### src/rtl/core/assert_macros.svh
// Assertion macros for the RTL of the scheduler.
`ifndef ASSERT_MACROS_SVH
`define ASSERT_MACROS_SVH

// Property checked on every rising clock edge, off while reset is asserted.
`define FRCS_ASSERT(lbl, prop, msg) \
  lbl: assert property (@(posedge clk_i) disable iff (!rst_ni) prop) else $error(msg);

// Implication from one cycle to the next.
`define FRCS_ASSERT_NEXT(lbl, ante, cons, msg) \
  lbl: assert property (@(posedge clk_i) disable iff (!rst_ni) ante |=> cons) else $error(msg);

`endif

### src/rtl/core/frcs_pkg.sv
// Package of the frame repeat cadence scheduler: constants, slot entry type, sequencer states.
package frcs_pkg;

  localparam int unsigned WINDOW_DEPTH = 8;
  localparam int unsigned SLOT_W       = $clog2(WINDOW_DEPTH);
  localparam int unsigned FILL_W       = $clog2(WINDOW_DEPTH + 1);
  localparam logic [15:0] COUNT_MAX    = 16'hFFFF;

  // Configuration register indexes.
  localparam logic [2:0] REG_STRICT_THR  = 3'd0;
  localparam logic [2:0] REG_RELAXED_THR = 3'd1;
  localparam logic [2:0] REG_REPEAT_TGT  = 3'd2;
  localparam logic [2:0] REG_DRIFT_BOUND = 3'd3;
  localparam logic [2:0] REG_WINDOW      = 3'd4;

  typedef struct packed {
    logic [15:0] rep;
    logic [15:0] prio;
    logic [31:0] idx;
  } entry_t;

  typedef enum logic [11:0] {
    S_IDLE   = 12'b0000_0000_0001,
    S_DECIDE = 12'b0000_0000_0010,
    S_A0     = 12'b0000_0000_0100,
    S_A1     = 12'b0000_0000_1000,
    S_M0     = 12'b0000_0001_0000,
    S_MRD    = 12'b0000_0010_0000,
    S_MCHK   = 12'b0000_0100_0000,
    S_MWB    = 12'b0000_1000_0000,
    S_TRD    = 12'b0001_0000_0000,
    S_TCHK   = 12'b0010_0000_0000,
    S_ERD    = 12'b0100_0000_0000,
    S_EMIT   = 12'b1000_0000_0000
  } state_e;

endpackage

### src/rtl/core/frame_repeat_cadence_scheduler_unit.sv
// Frame repeat cadence scheduler: window of distinct frames in a slot memory, walked by a sequencer.
//
//  channel | signals                                          | direction
//  --------+--------------------------------------------------+----------
//  in      | in_valid_i, in_stall_o, diff_metric_i,            | into block
//          | end_of_stream_i                                  |
//  out     | out_valid_o, out_stall_i, result_kind_o,          | out of block
//          | new_distinct_o, frame_index_o, repeat_count_o,   |
//          | last_o                                           |
//  cfg     | cfg_we_i, cfg_addr_i, cfg_wdata_i                 | into block
//
// One item is worked on at a time; every slot read goes through the single read port
// of the slot memory, which takes one read and one write a cycle. An emitting item first
// reads the front and middle frames, then trims or pads window entries, or else scans
// the window to move copies to the middle frame when it lacks them, and finally emits
// the front entry, or on a flush every entry of the window.
// Reset clears all control state at once; there is no clearing pass over the memory.
// A stall on the output holds the sequencer at the next word it has to deliver.
module frame_repeat_cadence_scheduler_unit (
  input  logic        clk_i,
  input  logic        rst_ni,
  input  logic        in_valid_i,
  output logic        in_stall_o,
  input  logic [15:0] diff_metric_i,
  input  logic        end_of_stream_i,
  output logic        out_valid_o,
  input  logic        out_stall_i,
  output logic        result_kind_o,
  output logic        new_distinct_o,
  output logic [31:0] frame_index_o,
  output logic [15:0] repeat_count_o,
  output logic        last_o,
  input  logic        cfg_we_i,
  input  logic [2:0]  cfg_addr_i,
  input  logic [15:0] cfg_wdata_i
);
  import frcs_pkg::*;

  `include "assert_macros.svh"

  state_e state_q, state_d;

  logic [15:0] strict_q, relaxed_thr_q, bound_q;
  logic [7:0]  target_q;
  logic [3:0]  wframes_q;

  logic [SLOT_W-1:0] head_q, head_d, fx_slot_q, fx_slot_d;
  logic [FILL_W-1:0] fill_q, fill_d, k_q, k_d;
  logic              relaxed_q, relaxed_d, seen_q, seen_d;
  logic              flush_q, flush_d, pass2_q, pass2_d, pad_q, pad_d;
  logic [31:0]       fr_q, fr_d, fw_q, fw_d, drift_q, drift_d, idx_q, idx_d;
  logic [3:0]        recheck_q, recheck_d;
  logic [15:0]       metric_q, metric_d;
  entry_t            fx_q, fx_d;

  // Slot memory
  entry_t            mem_q [WINDOW_DEPTH];
  entry_t            rd_q, wd;
  logic              we;
  logic [SLOT_W-1:0] wa, ra;

  // Output register
  logic        ov_q, ov_d, okind_q, okind_d, ond_q, ond_d, olast_q, olast_d;
  logic [31:0] oidx_q, oidx_d;
  logic [15:0] ocnt_q, ocnt_d;

  logic              can_put, accept;
  logic [FILL_W-1:0] win, half, mid_k, fill_m1, k_m1;
  logic [15:0]       thr, t16, rep_inc;
  logic [31:0]       bound32, dnew, dabs, avail, need, n, dmod, dmod_abs;
  logic              cont;

  always_ff @(posedge clk_i) begin
    if (we) begin
      mem_q[wa] <= wd;
    end
    rd_q <= mem_q[ra];
  end

  always_ff @(posedge clk_i or negedge rst_ni) begin
    if (!rst_ni) begin
      strict_q      <= 16'd128;
      relaxed_thr_q <= 16'd64;
      target_q      <= 8'd2;
      bound_q       <= 16'd5;
      wframes_q     <= 4'd7;
    end else if (cfg_we_i) begin
      case (cfg_addr_i)
        REG_STRICT_THR:  strict_q      <= cfg_wdata_i;
        REG_RELAXED_THR: relaxed_thr_q <= cfg_wdata_i;
        REG_REPEAT_TGT:  target_q      <= cfg_wdata_i[7:0];
        REG_DRIFT_BOUND: bound_q       <= cfg_wdata_i;
        REG_WINDOW:      wframes_q     <= cfg_wdata_i[3:0];
        default: ;
      endcase
    end
  end

  assign in_stall_o     = (state_q != S_IDLE);
  assign accept         = in_valid_i && !in_stall_o;
  assign can_put        = !ov_q || !out_stall_i;
  assign out_valid_o    = ov_q;
  assign result_kind_o  = okind_q;
  assign new_distinct_o = ond_q;
  assign frame_index_o  = oidx_q;
  assign repeat_count_o = ocnt_q;
  assign last_o         = olast_q;

  assign win     = (wframes_q == 4'd0) ? FILL_W'(1) :
                   ((FILL_W'(wframes_q) > FILL_W'(WINDOW_DEPTH)) ? FILL_W'(WINDOW_DEPTH)
                                                                 : FILL_W'(wframes_q));
  assign half    = win >> 1;
  assign fill_m1 = fill_q - FILL_W'(1);
  assign k_m1    = k_q - FILL_W'(1);
  assign mid_k   = (half > fill_m1) ? fill_m1 : half;
  assign thr     = relaxed_q ? relaxed_thr_q : strict_q;
  assign t16     = {8'd0, target_q};
  assign bound32 = {16'd0, bound_q};
  assign rep_inc = (rd_q.rep < COUNT_MAX) ? rd_q.rep + 16'd1 : rd_q.rep;

  // Drift for the adjustment, refreshed from the front frame every window-size passes.
  assign dnew = (recheck_q <= 4'd1) ? fw_q - rd_q.idx : drift_q;
  assign dabs = dnew[31] ? ~dnew + 32'd1 : dnew;

  // Trim or pad a whole entry in one step: move as many copies as the drift still needs.
  // With a zero bound padding never stops early, so each entry is filled up to target.
  always_comb begin
    if (pad_q) begin
      avail = (rd_q.rep < t16) ? {16'd0, t16 - rd_q.rep} : 32'd0;
      need  = (bound_q == 16'd0) ? 32'hFFFF_FFFF : (~drift_q + 32'd1) - bound32 + 32'd1;
    end else begin
      avail = (rd_q.rep > t16) ? {16'd0, rd_q.rep - t16} : 32'd0;
      need  = drift_q - bound32 + 32'd1;
    end
    n        = (avail < need) ? avail : need;
    dmod     = pad_q ? drift_q + n : drift_q - n;
    dmod_abs = dmod[31] ? ~dmod + 32'd1 : dmod;
    cont     = pad_q ? (dmod_abs >= bound32) : ($signed(dmod) >= $signed(bound32));
  end

  always_comb begin
    case (state_q)
      S_A0, S_ERD, S_EMIT: ra = head_q;
      S_A1:                ra = head_q + mid_k[SLOT_W-1:0];
      S_M0, S_MRD, S_MCHK: ra = head_q + k_m1[SLOT_W-1:0];
      S_TRD, S_TCHK:       ra = head_q + k_q[SLOT_W-1:0];
      default:             ra = head_q + fill_m1[SLOT_W-1:0];
    endcase
  end

  always_comb begin
    state_d   = state_q;
    head_d    = head_q;
    fill_d    = fill_q;
    relaxed_d = relaxed_q;
    seen_d    = seen_q;
    flush_d   = flush_q;
    pass2_d   = pass2_q;
    pad_d     = pad_q;
    fr_d      = fr_q;
    fw_d      = fw_q;
    drift_d   = drift_q;
    recheck_d = recheck_q;
    idx_d     = idx_q;
    metric_d  = metric_q;
    k_d       = k_q;
    fx_d      = fx_q;
    fx_slot_d = fx_slot_q;
    we        = 1'b0;
    wa        = head_q;
    wd        = rd_q;
    ov_d      = ov_q && out_stall_i;
    okind_d   = okind_q;
    ond_d     = ond_q;
    oidx_d    = oidx_q;
    ocnt_d    = ocnt_q;
    olast_d   = olast_q;

    case (state_q)
      S_IDLE: begin
        if (accept) begin
          metric_d = diff_metric_i;
          flush_d  = end_of_stream_i;
          idx_d    = fr_q;
          if (!end_of_stream_i) begin
            fr_d = fr_q + 32'd1;
          end
          state_d = S_DECIDE;
        end
      end

      S_DECIDE: begin
        if (flush_q) begin
          if (fill_q == '0) begin
            head_d = '0; fill_d = '0; relaxed_d = 1'b0; seen_d = 1'b0;
            fr_d = '0; fw_d = '0; drift_d = '0; recheck_d = '0;
            state_d = S_IDLE;
          end else begin
            state_d = S_A0;
          end
        end else if (can_put) begin
          ov_d    = 1'b1;
          okind_d = 1'b0;
          ond_d   = 1'b1;
          oidx_d  = idx_q;
          ocnt_d  = 16'd1;
          olast_d = 1'b1;
          if (!seen_q || fill_q == '0) begin
            seen_d  = 1'b1;
            we      = 1'b1;
            wa      = head_q + fill_q[SLOT_W-1:0];
            wd      = '{rep: 16'd1, prio: 16'd0, idx: idx_q};
            fill_d  = fill_q + FILL_W'(1);
            state_d = S_IDLE;
          end else if (metric_q < thr) begin
            we      = 1'b1;
            wa      = ra;
            wd.rep  = rep_inc;
            if (rep_inc == t16) begin
              relaxed_d = 1'b1;
            end
            ond_d   = 1'b0;
            oidx_d  = rd_q.idx;
            ocnt_d  = rep_inc;
            state_d = S_IDLE;
          end else begin
            relaxed_d = 1'b0;
            if (fill_q < win) begin
              we      = 1'b1;
              wa      = head_q + fill_q[SLOT_W-1:0];
              wd      = '{rep: 16'd1, prio: metric_q, idx: idx_q};
              fill_d  = fill_q + FILL_W'(1);
              state_d = S_IDLE;
            end else begin
              olast_d = 1'b0;
              state_d = S_A0;
            end
          end
        end
      end

      S_A0: state_d = S_A1;

      S_A1: begin
        drift_d   = dnew;
        recheck_d = (recheck_q <= 4'd1) ? win : recheck_q - 4'd1;
        k_d       = '0;
        if (dabs < bound32) begin
          fx_slot_d = ra;
          state_d   = S_M0;
        end else begin
          pad_d   = !($signed(dnew) >= $signed(bound32));
          state_d = S_TRD;
        end
      end

      // The middle frame is cached here and written back once its copies are settled.
      S_M0: begin
        fx_d = rd_q;
        if (rd_q.rep < t16) begin
          k_d     = fill_q;
          pass2_d = 1'b0;
          state_d = S_MRD;
        end else begin
          state_d = S_ERD;
        end
      end

      S_MRD: state_d = S_MCHK;

      S_MCHK: begin
        if (pass2_q ? (rd_q.prio < fx_q.prio && rd_q.rep > 16'd1) : (rd_q.rep > t16)) begin
          we       = 1'b1;
          wa       = ra;
          wd.rep   = rd_q.rep - 16'd1;
          fx_d.rep = fx_q.rep + 16'd1;
          k_d      = fill_q;
          pass2_d  = 1'b0;
          state_d  = ((fx_q.rep + 16'd1) < t16) ? S_MRD : S_MWB;
        end else if (k_q > FILL_W'(1)) begin
          k_d     = k_m1;
          state_d = S_MRD;
        end else if (!pass2_q) begin
          pass2_d = 1'b1;
          k_d     = fill_q;
          state_d = S_MRD;
        end else begin
          state_d = S_MWB;
        end
      end

      S_MWB: begin
        we      = 1'b1;
        wa      = fx_slot_q;
        wd      = fx_q;
        state_d = S_ERD;
      end

      S_TRD: state_d = S_TCHK;

      S_TCHK: begin
        we      = 1'b1;
        wa      = ra;
        wd.rep  = pad_q ? rd_q.rep + n[15:0] : rd_q.rep - n[15:0];
        drift_d = dmod;
        k_d     = k_q + FILL_W'(1);
        state_d = (cont && (k_q + FILL_W'(1)) < fill_q) ? S_TRD : S_ERD;
      end

      S_ERD: state_d = S_EMIT;

      S_EMIT: begin
        if (can_put) begin
          ov_d    = 1'b1;
          okind_d = 1'b1;
          ond_d   = 1'b0;
          oidx_d  = rd_q.idx;
          ocnt_d  = rd_q.rep;
          olast_d = flush_q ? (fill_q == FILL_W'(1)) : 1'b1;
          fw_d    = fw_q + {16'd0, rd_q.rep};
          head_d  = head_q + SLOT_W'(1);
          if (flush_q) begin
            fill_d = fill_m1;
            if (fill_q == FILL_W'(1)) begin
              head_d = '0; fill_d = '0; relaxed_d = 1'b0; seen_d = 1'b0;
              fr_d = '0; fw_d = '0; drift_d = '0; recheck_d = '0;
              state_d = S_IDLE;
            end else begin
              state_d = S_ERD;
            end
          end else begin
            // The new distinct frame takes the place behind the window.
            we      = 1'b1;
            wa      = head_q + fill_q[SLOT_W-1:0];
            wd      = '{rep: 16'd1, prio: metric_q, idx: idx_q};
            state_d = S_IDLE;
          end
        end
      end

      default: state_d = S_IDLE;
    endcase
  end

  always_ff @(posedge clk_i or negedge rst_ni) begin
    if (!rst_ni) begin
      state_q   <= S_IDLE;
      head_q    <= '0;
      fill_q    <= '0;
      relaxed_q <= 1'b0;
      seen_q    <= 1'b0;
      flush_q   <= 1'b0;
      pass2_q   <= 1'b0;
      pad_q     <= 1'b0;
      fr_q      <= '0;
      fw_q      <= '0;
      drift_q   <= '0;
      recheck_q <= '0;
      k_q       <= '0;
      fx_slot_q <= '0;
      ov_q      <= 1'b0;
    end else begin
      state_q   <= state_d;
      head_q    <= head_d;
      fill_q    <= fill_d;
      relaxed_q <= relaxed_d;
      seen_q    <= seen_d;
      flush_q   <= flush_d;
      pass2_q   <= pass2_d;
      pad_q     <= pad_d;
      fr_q      <= fr_d;
      fw_q      <= fw_d;
      drift_q   <= drift_d;
      recheck_q <= recheck_d;
      k_q       <= k_d;
      fx_slot_q <= fx_slot_d;
      ov_q      <= ov_d;
    end
  end

  always_ff @(posedge clk_i) begin
    metric_q <= metric_d;
    idx_q    <= idx_d;
    fx_q     <= fx_d;
    okind_q  <= okind_d;
    ond_q    <= ond_d;
    oidx_q   <= oidx_d;
    ocnt_q   <= ocnt_d;
    olast_q  <= olast_d;
  end

  `FRCS_ASSERT(a_fill_bound, fill_q <= FILL_W'(WINDOW_DEPTH), "window fill beyond depth")
  `FRCS_ASSERT_NEXT(a_accept_busy, accept, state_q != S_IDLE, "accepted word not taken up")
  `FRCS_ASSERT(a_emit_nonempty, state_q != S_EMIT || fill_q != '0, "emit from an empty window")

endmodule
### config.mk
export PLATFORM = sky130hd
export DESIGN_NAME = frame_repeat_cadence_scheduler_unit
export DESIGN_NICKNAME = d
export VERILOG_FILES = /design/src/rtl/core/frcs_pkg.sv /design/src/rtl/core/frame_repeat_cadence_scheduler_unit.sv
export VERILOG_INCLUDE_DIRS = /design/src /design/src/rtl/core
export SDC_FILE = /design/constraint.sdc
export NUM_CORES = 2
export LEC_CHECK = 0
export BUFFER_PORTS_ARGS = -buffer_cell sky130_fd_sc_hd__buf_2
export CAP_MARGIN = 20
export CELL_PAD_IN_SITES_DETAIL_PLACEMENT = 1
export CELL_PAD_IN_SITES_GLOBAL_PLACEMENT = 1
export CORE_ASPECT_RATIO = 0.9
export CORE_MARGIN = 3
export CORE_UTILIZATION = 44
export CTS_CLUSTER_DIAMETER = 80
export DETAILED_ROUTE_END_ITERATION = 7
export MAX_ROUTING_LAYER = met4
export PLACE_DENSITY_LB_ADDON = 0.1
export SLEW_MARGIN = 10
export SYNTH_ARGS = -nofsm -noshare
export SYNTH_HDL_FRONTEND = slang
export SYNTH_SLANG_ARGS = --single-unit
### constraint.sdc
create_clock -name clk_i -period 19.2 [get_ports clk_i]
set_input_delay 0.96 -clock clk_i [delete_from_list [all_inputs] [get_ports clk_i]]
set_output_delay 0.96 -clock clk_i [all_outputs]
set_load 0.05 [all_outputs]
# ---- Word level (Yosys, flattened, before mapping)
# Memories as Yosys holds them, arrays and structs flattened. A register that Yosys moved wholly into a read port is not among the register bits.
# Index checks and enable logic that the tools add are counted.
dict set report totals {
  regBits 355
  mem_bits_rw 512
  in_bits 41
  out_inout_bits 53
  word_cells 324
  memories 1
}
# memory depth word_bits rd rd_ports_with_merged_regs wr line_no
set memory_table {}
lappend memory_table {mem_q 8 64 1 1 1 frame_repeat_cadence_scheduler_unit.sv:57} ;# entry_t mem_q [WINDOW_DEPTH];
dict set report op_classes {
  n_addsub 30
  order_cmp 18
  eq_ne 39
  mux 157
  n_bitwise 4
  reduce_logical 45
}
# op count
set ops {}
lappend ops {{2-to-1 mux 32 bit} 22}
lappend ops {{2-to-1 mux 64 bit} 6}
lappend ops {{2-to-1 mux 16 bit} 14}
lappend ops {{adder 32 x 1 -> 32 bit, second input constant} 6}
lappend ops {{one-hot mux 12 bit (12 select lines)} 1}
lappend ops {{one-hot mux 48 bit (3 select lines)} 1}
lappend ops {{one-hot mux 32 bit (2 select lines)} 2}
lappend ops {{one-hot mux 32 bit (4 select lines)} 1}
lappend ops {{2-to-1 mux 12 bit} 8}
lappend ops {{inverter 32 bit} 3}
lappend ops {{one-hot mux 32 bit (3 select lines)} 1}
lappend ops {{2-to-1 mux 4 bit} 20}
lappend ops {{one-hot mux 16 bit (5 select lines)} 1}
lappend ops {{greater-or-equal comparator 32 x 17 -> 1 bit} 2}
lappend ops {{one-hot mux 16 bit (2 select lines)} 2}
lappend ops {{subtractor 32 x 16 -> 32 bit} 2}
lappend ops {{subtractor 32 bit} 2}
lappend ops {{2-to-1 mux 3 bit} 16}
lappend ops {{2-to-1 mux 48 bit} 1}
lappend ops {{2-to-1 mux 11 bit} 4}
lappend ops {{2-to-1 mux 1 bit} 40}
lappend ops {{adder 16 x 1 -> 16 bit, second input constant} 2}
lappend ops {{adder 32 x 16 -> 32 bit} 1}
lappend ops {{adder 32 bit} 1}
lappend ops {{71 further kinds} 134}

# ---- Longest topological paths before layout
dict set report logic_depth {
  depth_word 18
  depth_mapped 62
  depth_no_buf 58
}

# ---- Worst setup path after synthesis
# OpenSTA, ideal clock, no wires.
dict set report synth_timing {
  path_type {flip-flop to flip-flop}
  start {reg rd_q[48] (netlist name)}
  end {reg state_q[8]}
  setup_ps 141
  arrival_ps 12297
  t_required_ps 19059
  path_slack_ps 6762
  stages_incl_launch_ff 59
  path_buffers 7
  period_less_slack_ps 12438
  path_cell_list {dfxtp_1 clkbuf_1 inv_1 ha_1 inv_1 fa_1 nand3_1 a21oi_1 o21ai_0 a21o_1 clkbuf_1 o22a_1 a21oi_1 ha_1 nor2_1 nor4b_1 o211ai_1 a22oi_1 [23 not listed] nand3_1 and2_1 clkbuf_1 clkbuf_1 nor2_1 xnor2_1 ha_1 nor2b_1 o21ai_0 nand2b_1 a21oi_1 a21oi_1 a2111oi_0 o21ai_0 a221oi_1 nand4b_1 nor4bb_1 o32ai_1}
}
dict set report synth_between {
  elab_chain_len 15
  word_cells_on_any_way 25
  classes_between {5 x add/sub; 6 x order compare; 11 x mux; 1 x bitwise; 2 x reduce/logical}
}
# element line_no
set synth_rtl {}
lappend synth_rtl {{subtractor 16 x 8 -> 16 bit, or another cell as far along} frame_repeat_cadence_scheduler_unit.sv:132} ;# avail = (rd_q.rep > t16) ? {16'd0, rd_q.rep - t16} : 32'd0;
lappend synth_rtl {{2-to-1 mux 16 bit, on equally long branches} {frame_repeat_cadence_scheduler_unit.sv:132, frame_repeat_cadence_scheduler_unit.sv:129}}
lappend synth_rtl {{2-to-1 mux 16 bit} frame_repeat_cadence_scheduler_unit.sv:128} ;# if (pad_q) begin
lappend synth_rtl {{less-than comparator 32 bit} frame_repeat_cadence_scheduler_unit.sv:135} ;# n = (avail < need) ? avail : need;
lappend synth_rtl {{2-to-1 mux 32 bit} frame_repeat_cadence_scheduler_unit.sv:135}
lappend synth_rtl {{subtractor 32 bit / adder 32 bit (equally long branches)} frame_repeat_cadence_scheduler_unit.sv:136} ;# dmod = pad_q ? drift_q + n : drift_q - n;
lappend synth_rtl {{2-to-1 mux 32 bit} frame_repeat_cadence_scheduler_unit.sv:136}
lappend synth_rtl {{inverter 32 bit} frame_repeat_cadence_scheduler_unit.sv:137} ;# dmod_abs = dmod[31] ? ~dmod + 32'd1 : dmod;
lappend synth_rtl {{adder 32 x 1 -> 32 bit} frame_repeat_cadence_scheduler_unit.sv:137}
lappend synth_rtl {{2-to-1 mux 32 bit} frame_repeat_cadence_scheduler_unit.sv:137}
lappend synth_rtl {{greater-or-equal comparator 32 x 16 -> 1 bit} frame_repeat_cadence_scheduler_unit.sv:138} ;# cont = pad_q ? (dmod_abs >= bound32) : ($signed(dmod) >= $signed(bound32));
lappend synth_rtl {{2-to-1 mux 1 bit} frame_repeat_cadence_scheduler_unit.sv:138}
lappend synth_rtl {{logical AND 1 bit} frame_repeat_cadence_scheduler_unit.sv:307} ;# state_d = (cont && (k_q + FILL_W'(1)) < fill_q) ? S_TRD : S_ERD;
lappend synth_rtl {{2-to-1 mux 11 bit} frame_repeat_cadence_scheduler_unit.sv:307}
lappend synth_rtl {{one-hot mux 12 bit (12 select lines) *} frame_repeat_cadence_scheduler_unit.sv:179} ;# case (state_q)
lappend synth_rtl {{end signal: assignment} frame_repeat_cadence_scheduler_unit.sv:363} ;# state_q <= state_d;
lappend synth_rtl {{end: declaration} frame_repeat_cadence_scheduler_unit.sv:41} ;# state_e state_q, state_d;
# Mark *: on every way between the ends. The rest lies on a longest branch, timed or not.
# A chain may end at the register's enable or synchronous reset.

# ---- Worst setup path after layout
dict set report layout_timing {
  start {reg rd_q[48] (netlist name)}
  end {reg state_q[8]}
}
dict set report layout_between {
  elab_chain_len 15
  word_cells_on_any_way 25
  classes_between {5 x add/sub; 6 x order compare; 11 x mux; 1 x bitwise; 2 x reduce/logical}
}
# element line_no
set layout_rtl {}
lappend layout_rtl {{subtractor 16 x 8 -> 16 bit, or another cell as far along} frame_repeat_cadence_scheduler_unit.sv:132}
lappend layout_rtl {{2-to-1 mux 16 bit, on equally long branches} {frame_repeat_cadence_scheduler_unit.sv:132, frame_repeat_cadence_scheduler_unit.sv:129}}
lappend layout_rtl {{2-to-1 mux 16 bit} frame_repeat_cadence_scheduler_unit.sv:128}
lappend layout_rtl {{less-than comparator 32 bit} frame_repeat_cadence_scheduler_unit.sv:135}
lappend layout_rtl {{2-to-1 mux 32 bit} frame_repeat_cadence_scheduler_unit.sv:135}
lappend layout_rtl {{subtractor 32 bit / adder 32 bit (equally long branches)} frame_repeat_cadence_scheduler_unit.sv:136}
lappend layout_rtl {{2-to-1 mux 32 bit} frame_repeat_cadence_scheduler_unit.sv:136}
lappend layout_rtl {{inverter 32 bit} frame_repeat_cadence_scheduler_unit.sv:137}
lappend layout_rtl {{adder 32 x 1 -> 32 bit} frame_repeat_cadence_scheduler_unit.sv:137}
lappend layout_rtl {{2-to-1 mux 32 bit} frame_repeat_cadence_scheduler_unit.sv:137}
lappend layout_rtl {{greater-or-equal comparator 32 x 16 -> 1 bit} frame_repeat_cadence_scheduler_unit.sv:138}
lappend layout_rtl {{2-to-1 mux 1 bit} frame_repeat_cadence_scheduler_unit.sv:138}
lappend layout_rtl {{logical AND 1 bit} frame_repeat_cadence_scheduler_unit.sv:307}
lappend layout_rtl {{2-to-1 mux 11 bit} frame_repeat_cadence_scheduler_unit.sv:307}
lappend layout_rtl {{one-hot mux 12 bit (12 select lines) *} frame_repeat_cadence_scheduler_unit.sv:179}
# Marks and branches as above.

==> metrics.yaml <==
synth_area_per_cell_sq_um: 9.50
synth_edf_count: 675
grt_pass1_wl_mm: 303
outcome: "finished clean"
max_cap_viol_count: 0
worstPathArrival_ps: 16260
initial_core_util: 0.445
cts_resized: 0
core_area_sq_um: 125000
grt_max_degree: 185
yosys_warnings: 0
synthArstFlopShare: 0.206
drv_slew: 0
hold_viol_final: 0
portBuffers: 93
slew_headroom: 0.223
fp.dieW_um: 381
tns_ps: 0
route.detailed.drc: 0
cts.clk_slew.worst_paths_ps: 60
ctsHoldBuffers: 0
dieArea_sq_um: 131000
syn_inst: 5875
yosysMostFrequentCell: "nand2_1"
r2r_cells: 53
htreeDepth: 3
antenna_found_initial: 11
grt_overflow_total: 0
cts.sinks: 931
wl_per_cell_um: 26.7
nFillCells: 14003
worstSetupPathType: "register to register"
die_y_um: 344
rsz0062_at_grt: "no"
fin_worst_skew_ps: 52.1
fmax_ghz: 0.0637
netlist_area_sq_um: 55800
yosysUniqueCellTypes: 96
critPathMaxFanout: 33
drt-initial-drc-count: 4044
cts_setup_buffers: 0
vias_per_cell: 6.14
area_delta_synth_final_pct: 10.1
grt_pass1_vias: 46875
drive_above_1_share: 0.0843
clk-insertion-delay-late_ps: 740
drt-total-wl_mm: 204
slowest_stage: "o21ai_0"
cpPeakStageDelay_ps: 680
crit_required_ps: 19760
nets: 6251
min_period_ps: 15710
clockBufferDepth: 3
fin_crit_sh: 0.818
ys_seq_area_frac: 0.472
rows: 123
pin_count: 94
synth_nets: 6268
yosys.area.top_type_share: 0.363
setup_viol: 0
hold_path.class: "primary input to async pin"
hpwl_mm: 142
ant_nets: 0
num_vias: 46890
gp_congestion: 0.942
numCtsBuffers: 100
endpoint_kind: "register"
clockRootBuffer: "clkbuf_16"
synth.largest_area_cell: "edfxtp_1"
synth-seq-cells: 931
cts_tree: "built"
track_usage: 0.313
startpoint_type: "register"
synth.area.top_cells: "edfxtp_1 36%, dfrtp_1 8.2%, ha_1 7.7%, nand2_1 6.8%, nand3_1 4.1%"
synth_flop_cell: "edfxtp_1"
tightest_slew_ps: 1170
yosys-top-cells-count: "1004 x nand2_1, 675 x edfxtp_1, 459 x nand3_1, 396 x o21ai_0, 353 x nor2_1"
drt_pass1_iterations: 5
## worst paths after layout
path	from	endpoint	slack, ps
worst min register to register	fr_q[31]	idx_q[31]	460
worst max register to register	rd_q[48]	state_q[8]	3490
max in group asynchronous	rst_ni	relaxed_thr_q[3]	17510
worst min-delay path	rst_ni	drift_q[27]	210
worst max-delay path	rd_q[48]	state_q[8]	3490
min in group clk_i	diff_metric_i[7]	metric_q[7]	410
## placed cells by master (no fill, tap or decap), types with 64 or more instances in the layout
cell,instances
nand2_1,1003
edfxtp_1,675
nand3_1,459
o21ai_0,394
nor2_1,344
ha_1,342
a21oi_1,309
inv_1,236
dfrtp_1,182
xnor2_1,137
nor3_1,113
clkbuf_16,102
xor2_1,92
buf_2,92
buf_4,91
a21o_1,72
mux2_2,67
dfxtp_1,64
## per-stage QoR
stage | instance area (sq um) | instances | hold slack, ps | util | setup WS (ps)
after floorplan | 55800 | 5875 | 428 | - | 6760
after global placement | 58100 | 7437 | 461 | 0.463 | 4500
after detailed placement | 58100 | 7438 | 462 | 0.463 | 4050
after CTS | 61400 | 7628 | 233 | 0.489 | 3980
after global routing | 61400 | 7636 | 238 | 0.490 | 2630
final | 61400 | 7636 | 207 | 0.490 | 3490
## sequential cells by signal, indices dropped and copies added (netlist names), 8 cells and up
name and cells:
mem_q 512, fx_q 64, rd_q 64, drift_q 32
fr_q 32, frame_index_o 32, fw_q 32, idx_q 32
bound_q 16, metric_q 16, relaxed_thr_q 16, repeat_count_o 16
strict_q 16, state_q 12, target_q 8
## kinds of logic after synthesis
kind of cell | after synthesis | synth area share
AO/OA/AOI/OAI | 1343 | 0.156
adder cells (fa/ha/maj) | 352 | 0.0802
flip-flops | 931 | 0.472
multiplexers | 124 | 0.0249
XOR/XNOR | 230 | 0.0361
AND/OR/NAND/NOR | 2348 | 0.193
buffers and inverters | 547 | 0.0371
## critical path: cells and delay by family, from the launching register on
family                   cells  cell delay [ps]
AO/OA/AOI/OAI               24             7500
XOR/XNOR                     3              820
adder cells (fa/ha/maj)      6             1670
buffers and inverters        4              710
flip-flops                   1              670
multiplexers                 1              390
AND/OR/NAND/NOR             15             3740
## layer usage
layer,up-vias,part of all wire,global-route usage
met5,-,0,-
met1,23644,0.45,0.430
li1,21445,-,-
met3,356,0.065,0.0537
met4,0,0.042,0.119
met2,1445,0.44,0.466
## final cells by class
cell class	count	area, sq um	share of cell area
multi-input cells	4397	27600	0.449
clock inverters	42	472	0.00768
diodes	3	7.51	0.000122
repair buffers	189	1220	0.0199
well taps	1687	2110	0.0344
clock buffers	148	2790	0.0453
inverters	239	897	0.0146
flip-flops and latches	931	26400	0.429
Power is left out: the tool's default activity adds up to more than one toggle a clock period on the data nets, which glitch-free logic cannot reach.
